## src/sv/bc1_pkg.sv

```systemverilog
// shared types, constants and arithmetic helpers of the bc1 block decoder
package bc1_pkg;

    localparam int MAX_IMAGE_SIDE_DEF = 4096;
    localparam int CFG_W              = 13;
    localparam int SIZE_RESET         = 4;

    localparam logic [15:0] RED_FIELD   = 16'hF800;
    localparam logic [15:0] GREEN_FIELD = 16'h07E0;
    localparam logic [15:0] BLUE_FIELD  = 16'h001F;
    localparam logic [1:0]  CODE_MASK   = 2'h3;

    typedef enum logic [0:0] {
        CFG_IMAGE_WIDTH  = 1'b0,
        CFG_IMAGE_HEIGHT = 1'b1
    } t_cfg_index;

    typedef struct packed {
        logic [15:0] endpoint_a;
        logic [15:0] endpoint_b;
        logic [31:0] index_word;
    } t_in;

    typedef struct packed {
        logic [11:0] pixel_x;
        logic [11:0] pixel_y;
        logic [7:0]  red;
        logic [7:0]  green;
        logic [7:0]  blue;
        logic        inside_res;
        logic        last;
    } t_out;

    typedef struct packed {
        logic [7:0] r;
        logic [7:0] g;
        logic [7:0] b;
    } t_rgb;

    typedef t_rgb [3:0] t_palette;

    // n / 3 for n below 768 by reciprocal multiply
    function automatic logic [7:0] div3(input logic [9:0] n);
        logic [20:0] prod;
        prod = 21'(n) * 21'd683;
        return prod[18:11];
    endfunction

endpackage

```

## src/sv/bc1_palette.sv

```systemverilog
// endpoint widening and four-entry palette generation for one block
module bc1_palette (
    input  logic [15:0]        i_endpoint_a,
    input  logic [15:0]        i_endpoint_b,
    output bc1_pkg::t_palette  o_palette
);

    bc1_pkg::t_rgb ca;
    bc1_pkg::t_rgb cb;
    logic          four;

    function automatic bc1_pkg::t_rgb widen(input logic [15:0] c);
        bc1_pkg::t_rgb v;
        logic [15:0]   rr;
        logic [15:0]   gg;
        logic [15:0]   bb;
        rr  = c & bc1_pkg::RED_FIELD;
        gg  = c & bc1_pkg::GREEN_FIELD;
        bb  = c & bc1_pkg::BLUE_FIELD;
        v.r = {rr[15:11], 3'b000};
        v.g = {gg[10:5], 2'b00};
        v.b = {bb[4:0], 3'b000};
        return v;
    endfunction

    function automatic logic [7:0] third(input logic [7:0] p, input logic [7:0] q);
        logic [9:0] s;
        s = 10'({p, 1'b0}) + 10'(q);
        return bc1_pkg::div3(s);
    endfunction

    function automatic logic [7:0] half(input logic [7:0] p, input logic [7:0] q);
        logic [8:0] s;
        s = 9'(p) + 9'(q);
        return s[8:1];
    endfunction

    assign ca   = widen(i_endpoint_a);
    assign cb   = widen(i_endpoint_b);
    assign four = i_endpoint_a > i_endpoint_b;

    always_comb begin
        o_palette[0] = ca;
        o_palette[1] = cb;
        if (four) begin
            o_palette[2].r = third(ca.r, cb.r);
            o_palette[2].g = third(ca.g, cb.g);
            o_palette[2].b = third(ca.b, cb.b);
            o_palette[3].r = third(cb.r, ca.r);
            o_palette[3].g = third(cb.g, ca.g);
            o_palette[3].b = third(cb.b, ca.b);
        end else begin
            o_palette[2].r = half(ca.r, cb.r);
            o_palette[2].g = half(ca.g, cb.g);
            o_palette[2].b = half(ca.b, cb.b);
            o_palette[3]   = '0;
        end
    end

endmodule

```

## src/sv/bc1_block_walk.sv

```systemverilog
// image size registers and block position counters
module bc1_block_walk #(
    parameter int MAX_IMAGE_SIDE = bc1_pkg::MAX_IMAGE_SIDE_DEF,
    parameter int CW             = ((MAX_IMAGE_SIDE + 3) / 4 > 1)
                                   ? $clog2((MAX_IMAGE_SIDE + 3) / 4) : 1,
    parameter int SW             = $clog2(MAX_IMAGE_SIDE + 1)
) (
    input  logic                      i_clk,
    input  logic                      i_rst_n,
    input  logic                      i_cfg_we,
    input  bc1_pkg::t_cfg_index       i_cfg_index,
    input  logic [bc1_pkg::CFG_W-1:0] i_cfg_data,
    input  logic                      i_advance,
    output logic [CW-1:0]             o_col,
    output logic [CW-1:0]             o_row,
    output logic [SW-1:0]             o_width,
    output logic [SW-1:0]             o_height
);

    logic [bc1_pkg::CFG_W-1:0] r_width;
    logic [bc1_pkg::CFG_W-1:0] r_height;
    logic [CW-1:0]             r_col;
    logic [CW-1:0]             r_row;
    logic [CW-1:0]             n_col;
    logic [CW-1:0]             n_row;
    logic [31:0]               blocks_x;
    logic [31:0]               blocks_y;
    logic [31:0]               col_inc;
    logic [31:0]               row_inc;

    function automatic logic [SW-1:0] eff_side(input logic [bc1_pkg::CFG_W-1:0] v);
        logic [31:0] v32;
        v32 = 32'(v);
        if (v32 == 32'd0) begin
            return SW'(1);
        end else if (v32 > 32'(MAX_IMAGE_SIDE)) begin
            return SW'(MAX_IMAGE_SIDE);
        end
        return SW'(v32);
    endfunction

    assign o_width  = eff_side(r_width);
    assign o_height = eff_side(r_height);
    assign blocks_x = (32'(o_width) + 32'd3) >> 2;
    assign blocks_y = (32'(o_height) + 32'd3) >> 2;
    assign col_inc  = 32'(r_col) + 32'd1;
    assign row_inc  = 32'(r_row) + 32'd1;
    assign o_col    = r_col;
    assign o_row    = r_row;

    always_comb begin
        n_col = r_col;
        n_row = r_row;
        if (i_advance) begin
            if (col_inc >= blocks_x) begin
                n_col = '0;
                n_row = (row_inc >= blocks_y) ? '0 : CW'(row_inc);
            end else begin
                n_col = CW'(col_inc);
            end
        end
    end

    always_ff @(posedge i_clk) begin
        if (!i_rst_n) begin
            r_width  <= bc1_pkg::CFG_W'(bc1_pkg::SIZE_RESET);
            r_height <= bc1_pkg::CFG_W'(bc1_pkg::SIZE_RESET);
            r_col    <= '0;
            r_row    <= '0;
        end else begin
            r_col <= n_col;
            r_row <= n_row;
            if (i_cfg_we) begin
                unique case (i_cfg_index)
                    bc1_pkg::CFG_IMAGE_WIDTH:  r_width  <= i_cfg_data;
                    bc1_pkg::CFG_IMAGE_HEIGHT: r_height <= i_cfg_data;
                    default: ;
                endcase
            end
        end
    end

endmodule

```

## src/sv/bc1_block_decoder_unit.sv

```systemverilog
// top level of the bc1 block decoder: block register, pixel sequencer, output register
//
// input channel i_in_valid / o_in_stall carries one 64-bit color block per transaction
// (two rgb565 endpoints and sixteen 2-bit indices). output channel o_out_valid /
// i_out_stall carries one decoded pixel per transaction, sixteen per block in raster
// order within the block, with last set on the sixteenth.
// the palette is built as the block is taken and held in the block register; the
// sequencer then picks one pixel per cycle into the output register while the output
// does not stall. each pixel passes from the block register through the output
// register. the single pixel lane behind the block register handles one pixel at a
// time; the next block is taken in the cycle its predecessor's last pixel moves to
// the output register, so blocks stream without gaps.
// configuration: i_cfg_we writes image_width (index 0) or image_height (index 1);
// write only while no pixel is outstanding. block positions walk left to right, top
// to bottom, and wrap after the last block.
// reset clears both valid flags, the pixel counter and the block position, and sets
// the size to 4 by 4. a stall on the output holds the pixel and, once the block
// register is busy, stalls the input.
module bc1_block_decoder_unit #(
    parameter int MAX_IMAGE_SIDE = bc1_pkg::MAX_IMAGE_SIDE_DEF
) (
    input  logic                      i_clk,
    input  logic                      i_rst_n,
    input  logic                      i_cfg_we,
    input  bc1_pkg::t_cfg_index       i_cfg_index,
    input  logic [bc1_pkg::CFG_W-1:0] i_cfg_data,
    input  logic                      i_in_valid,
    output logic                      o_in_stall,
    input  bc1_pkg::t_in              i_in,
    output logic                      o_out_valid,
    input  logic                      i_out_stall,
    output bc1_pkg::t_out             o_out
);

    localparam int CW = ((MAX_IMAGE_SIDE + 3) / 4 > 1) ? $clog2((MAX_IMAGE_SIDE + 3) / 4) : 1;
    localparam int SW = $clog2(MAX_IMAGE_SIDE + 1);
    localparam int XW = CW + 2;

    logic [CW-1:0]     blk_col;
    logic [CW-1:0]     blk_row;
    logic [SW-1:0]     width;
    logic [SW-1:0]     height;
    bc1_pkg::t_palette palette;
    logic              in_acc;
    logic              out_adv;
    logic              pix_go;
    logic              blk_done;
    logic [1:0]        code;
    logic [XW-1:0]     pix_x;
    logic [XW-1:0]     pix_y;

    logic              r_blk_valid;
    bc1_pkg::t_palette r_pal;
    logic [31:0]       r_idx;
    logic [CW-1:0]     r_col;
    logic [CW-1:0]     r_row;
    logic [3:0]        r_k;
    logic              r_out_valid;
    bc1_pkg::t_out     r_out;
    bc1_pkg::t_out     n_out;

    bc1_block_walk #(
        .MAX_IMAGE_SIDE (MAX_IMAGE_SIDE),
        .CW             (CW),
        .SW             (SW)
    ) u_walk (
        .i_clk       (i_clk),
        .i_rst_n     (i_rst_n),
        .i_cfg_we    (i_cfg_we),
        .i_cfg_index (i_cfg_index),
        .i_cfg_data  (i_cfg_data),
        .i_advance   (in_acc),
        .o_col       (blk_col),
        .o_row       (blk_row),
        .o_width     (width),
        .o_height    (height)
    );

    bc1_palette u_palette (
        .i_endpoint_a (i_in.endpoint_a),
        .i_endpoint_b (i_in.endpoint_b),
        .o_palette    (palette)
    );

    assign out_adv    = !r_out_valid || !i_out_stall;
    assign pix_go     = r_blk_valid && out_adv;
    assign blk_done   = pix_go && (r_k == 4'd15);
    assign o_in_stall = r_blk_valid && !blk_done;
    assign in_acc     = i_in_valid && !o_in_stall;

    assign code  = r_idx[1:0] & bc1_pkg::CODE_MASK;
    assign pix_x = {r_col, r_k[1:0]};
    assign pix_y = {r_row, r_k[3:2]};

    always_comb begin
        n_out.pixel_x    = 12'(pix_x);
        n_out.pixel_y    = 12'(pix_y);
        n_out.red        = r_pal[code].r;
        n_out.green      = r_pal[code].g;
        n_out.blue       = r_pal[code].b;
        n_out.inside_res = (32'(pix_x) < 32'(width)) && (32'(pix_y) < 32'(height));
        n_out.last       = (r_k == 4'd15);
    end

    always_ff @(posedge i_clk) begin
        if (!i_rst_n) begin
            r_blk_valid <= 1'b0;
            r_k         <= '0;
            r_out_valid <= 1'b0;
        end else begin
            if (in_acc) begin
                r_blk_valid <= 1'b1;
                r_k         <= '0;
                r_pal       <= palette;
                r_idx       <= i_in.index_word;
                r_col       <= blk_col;
                r_row       <= blk_row;
            end else if (pix_go) begin
                r_blk_valid <= !blk_done;
                r_k         <= r_k + 4'd1;
                r_idx       <= r_idx >> 2;
            end
            if (out_adv) begin
                r_out_valid <= pix_go;
                if (pix_go) begin
                    r_out <= n_out;
                end
            end
        end
    end

    assign o_out_valid = r_out_valid;
    assign o_out       = r_out;

    // last pixel sits in the bottom right corner of its block
    a_last_corner: assert property (@(posedge i_clk) disable iff (!i_rst_n)
        o_out_valid && o_out.last |-> (o_out.pixel_x[1:0] == 2'b11)
                                   && (o_out.pixel_y[1:0] == 2'b11))
        else $error("last pixel not at block corner");

    // a new block only enters when the block register is empty or the previous block's last pixel moves on
    a_no_overwrite: assert property (@(posedge i_clk) disable iff (!i_rst_n)
        in_acc |-> !r_blk_valid || (r_k == 4'd15 && out_adv))
        else $error("block register overwritten");

    // a taken block starts at pixel zero
    a_start_k0: assert property (@(posedge i_clk) disable iff (!i_rst_n)
        in_acc |=> r_blk_valid && (r_k == 4'd0))
        else $error("block did not start at first pixel");

endmodule
```

## config.mk

```make
export PLATFORM = sky130hd
export DESIGN_NAME = bc1_block_decoder_unit
export DESIGN_NICKNAME = d
export VERILOG_FILES = /design/src/sv/bc1_pkg.sv /design/src/sv/bc1_palette.sv /design/src/sv/bc1_block_walk.sv /design/src/sv/bc1_block_decoder_unit.sv
export SDC_FILE = /design/constraint.sdc
export NUM_CORES = 1
export LEC_CHECK = 0
export ABC_AREA = 1
export BUFFER_PORTS_ARGS = -buffer_cell sky130_fd_sc_hd__buf_2
export CAP_MARGIN = 30
export CORE_UTILIZATION = 43
export CTS_BUF_LIST = sky130_fd_sc_hd__clkbuf_16
export DETAILED_ROUTE_END_ITERATION = 6
export GPL_TIMING_DRIVEN = 0
export PLACE_DENSITY = 0.65
export SETUP_SLACK_MARGIN = 0.3
export SLEW_MARGIN = 20
export SYNTH_ARGS = -nofsm -noshare
export SYNTH_HDL_FRONTEND = slang
export SYNTH_SLANG_ARGS = --single-unit
```

## constraint.sdc

```tcl
create_clock -name i_clk -period 6.68 [get_ports i_clk]
set_clock_uncertainty 0.2 [all_clocks]
set_input_delay 0.334 -clock i_clk [delete_from_list [all_inputs] [get_ports i_clk]]
set_output_delay 0.334 -clock i_clk [all_outputs]
set_load 0.01 [all_outputs]
```

==> out/metrics.yaml <==
crit_top_cell: "ha_1"
drt_first_pass_iters: 7
grt_pass1_wl_um: 88400
cp-start-kind: "primary input"
max_freq_mhz: 173
muxShareOfSynthArea_pct: 0
io_pins: 135
grt_pass1_vias: 17800
synth_fa_ha_area_share_pct: 30.5
dieArea_mm2: 0.0504
ys_types: 45
clock_path_buffers: 3
syn_inst: 2543
ir_worst_vdd_v: 0.000243
layout_commonest_cell: "nand2_1"
avgSynthCellArea_um2: 8.38
hold_start: "i_cfg_we"
synth_area_leaders: "edfxtp_1 26%, ha_1 24%, nand2_1 9.9%"
fill_cells: 4639
maxCapViolations: 0
vias: 17900
synth_top_family_by_area: "adder cells"
hpwl_um: 43500
setup_viol: 0
period_needed_ns: 5.77
clock-sinks: 234
worst_pin_slew_ns: 0.622
syn_to_final_growth_pct: 15.7
synth.cell_area_mm2: 0.0213
routed_wl_um: 54300
rsz0062_at_grt: "no"
grt_start_max_net_pins: 29
path_class: "in -> reg"
tritoncts: "yes"
gr-total-overflow: 0
root_buffer: "clkbuf_16"
r2r_slack_ns: 3.32
finish.utilization_pct: 50.3
gp_congestion: 0.920
io_buffers: 134
die_width_um: 225
cts_buffers: 26
finalCritPeriodShare_pct: 86.4
worst_hold_path_type: "in -> reg"
cp.required_ns: 6.76
critPathSlowestCell: "fa_1"
clkTransAtPathRegs_ns: 0.06
reg2regPathDepth: 23
layout_setup_ws_ns: 0.906
hold_depth: 4
r2r_end: "u_walk.o_row[9]"
maxSlewHeadroom_pct: 58.1
place_ws_ns: 0.886
num_rows: 81
ys_ff_latch: 234
status: "finished with violations"
ys_warn_count: 0
h-tree-depth: 1
rr_startpoint: "u_walk.r_width[8]"
violations: "DRC"
ant_nets: 0
drc: 6
ctsResizeCount: 0
crit_chain: "dlygate4sd3_1, buf_2, ha_1, inv_1, fa_1, o21ai_0, xor2_1, ha_1, ha_1, inv_1, fa_1, fa_1, inv_1, ha_1, ha_1, a21oi_1, o21ai_0, nand2_1, nand4_1, xnor2_1, nor2_1"
p_leak_nw: 12.3
fin_tns_setup_ns: 0
worst_skew_pair.late_latency_ns: 0.56
die_height_um: 225
cp_max_fo: 7
initial_core_util_pct: 43.5
end_kind: "flop"
wl_per_cell_um: 15.6
drt_iter0_drc: 1231
max_stage_delay_ns: 0.55
synth_fp_nets: 3102
grtUsageTotal_pct: 21.7
whs_endpoint: "u_walk.r_width[2]"
final_hold_viol_count: 0
fin_nets: 3352
synth_xor_area_share_pct: 3.08
synth_compound_area_share_pct: 8.52
synth_seq_area_share_pct: 30.5
via_per_inst: 5.16
core_mm2: 0.0490
yosys.area_share.simple_pct: 20.5
cp_top_family: "adder cells"
final_cell_mix: "561 x nand2_1, 405 x ha_1, 348 x inv_1"
cp.depth: 21
antenna_found_initial: 1
drive_gt1_share_pct: 8.07
cp-startpoint: "i_in[54]"
critPathBufInv: 5
arrival_ns: 5.85
slew_viol_final: 0
synth.largest_area_cell: "edfxtp_1"
power.density_mw_per_mm2: 403
synth_top_area_share_pct: 25.7
## cells by family (layout without fill, tap and decap cells)
group / after synthesis / in the layout
other cells: 0 / 1
fa+ha+maj: 476 / 476
buf+inv: 381 / 651
flops: 234 / 234
xor+xnor: 75 / 75
compound gates: 331 / 331
simple gates: 1046 / 1046
## worst max-delay path by stage
stage	end	slack, ns
after global placement	r_pal[84]	0.99
after floorplan	r_pal[81]	1.82
after global routing	r_pal[84]	0.53
after detailed placement	r_pal[84]	0.89
final	r_pal[84]	0.91
after CTS	r_pal[80]	0.90
## layer usage
metal  global-route usage, %  part of all wire, %  vias up
met5                       0                    0        -
met4                    5.53                  2.4        0
met3                    2.22                  4.8       72
met2                    38.9                   49      458
met1                    27.8                   44     8420
li1                        -                    -     8998
## cell usage after synthesis, drive strengths merged
master	instances
a21o	12
a21oi	139
a31o	2
a31oi	3
and3	2
buf	16
clkbuf	19
clkinv	2
dfxtp	52
edfxtp	182
fa	71
ha	405
inv	344
nand2	573
nand3	126
nand3b	4
nand4	32
nor2	280
nor3	21
nor4	3
o2111ai	1
o211ai	4
o21a	9
o21ai	122
o21bai	15
o22ai	22
o31ai	2
or2	5
xnor2	23
xor2	52
## repair_timing
item / CTS / global route
setup buffers: 0 / 0
hold buffers: 81 / 0
hold endpoints to repair: 92 / 0
## through the flow
stage               power (W)  cell area [um2]  instances  hold slack [ns]
finish                0.00994            24600       3478           0.0749
global route           0.0111            24600       3478            0.113
CTS                   0.00999            24600       3477           0.0447
detailed placement    0.00851            23000       3348            0.219
global placement      0.00844            22800       3341            0.230
floorplan             0.00688            21300       2543            0.208
## flip-flops by register name (all words and copies together), names as in the netlist
register / flops
u_walk.o_row: 10
r_row: 10
r_idx: 32
r_k: 4
o_out_valid: 1
r_blk_valid: 1
u_walk.r_height: 13
u_walk.r_width: 13
r_pal: 80
u_walk.o_col: 10
o_out: 50
r_col: 10
## power by group
| group | leakage (nW) | total [W] | internal, W | switching [W] |
|---|---|---|---|---|
| sequential | 2.14 | 0.00187 | 0.00180 | 0.0000645 |
| clock | 0.423 | 0.00138 | 0.000777 | 0.000598 |
| combinational | 9.79 | 0.00669 | 0.00252 | 0.00417 |
| total | 12.3 | 0.00994 | 0.00510 | 0.00484 |
## final cells by class
class | count | area, um2 | area share [%]
plain buffers | 35 | 161 | 0.655
diodes | 1 | 2.50 | 0.0102
repair buffers | 222 | 1660 | 6.73
inverters | 346 | 1310 | 5.30
well taps | 664 | 831 | 3.37
flip-flops and latches | 234 | 6510 | 26.4
clock inverters | 19 | 97.6 | 0.396
multi-input cells | 1928 | 13400 | 54.2
clock buffers | 29 | 726 | 2.95
## tightest hold or removal path: cells and delay by family
family | cells | cell delay (ns)
compound gates | 1 | 0.17
buf+inv | 2 | 0.16
simple gates | 1 | 0.12
Power figures use the tool's default switching activity.
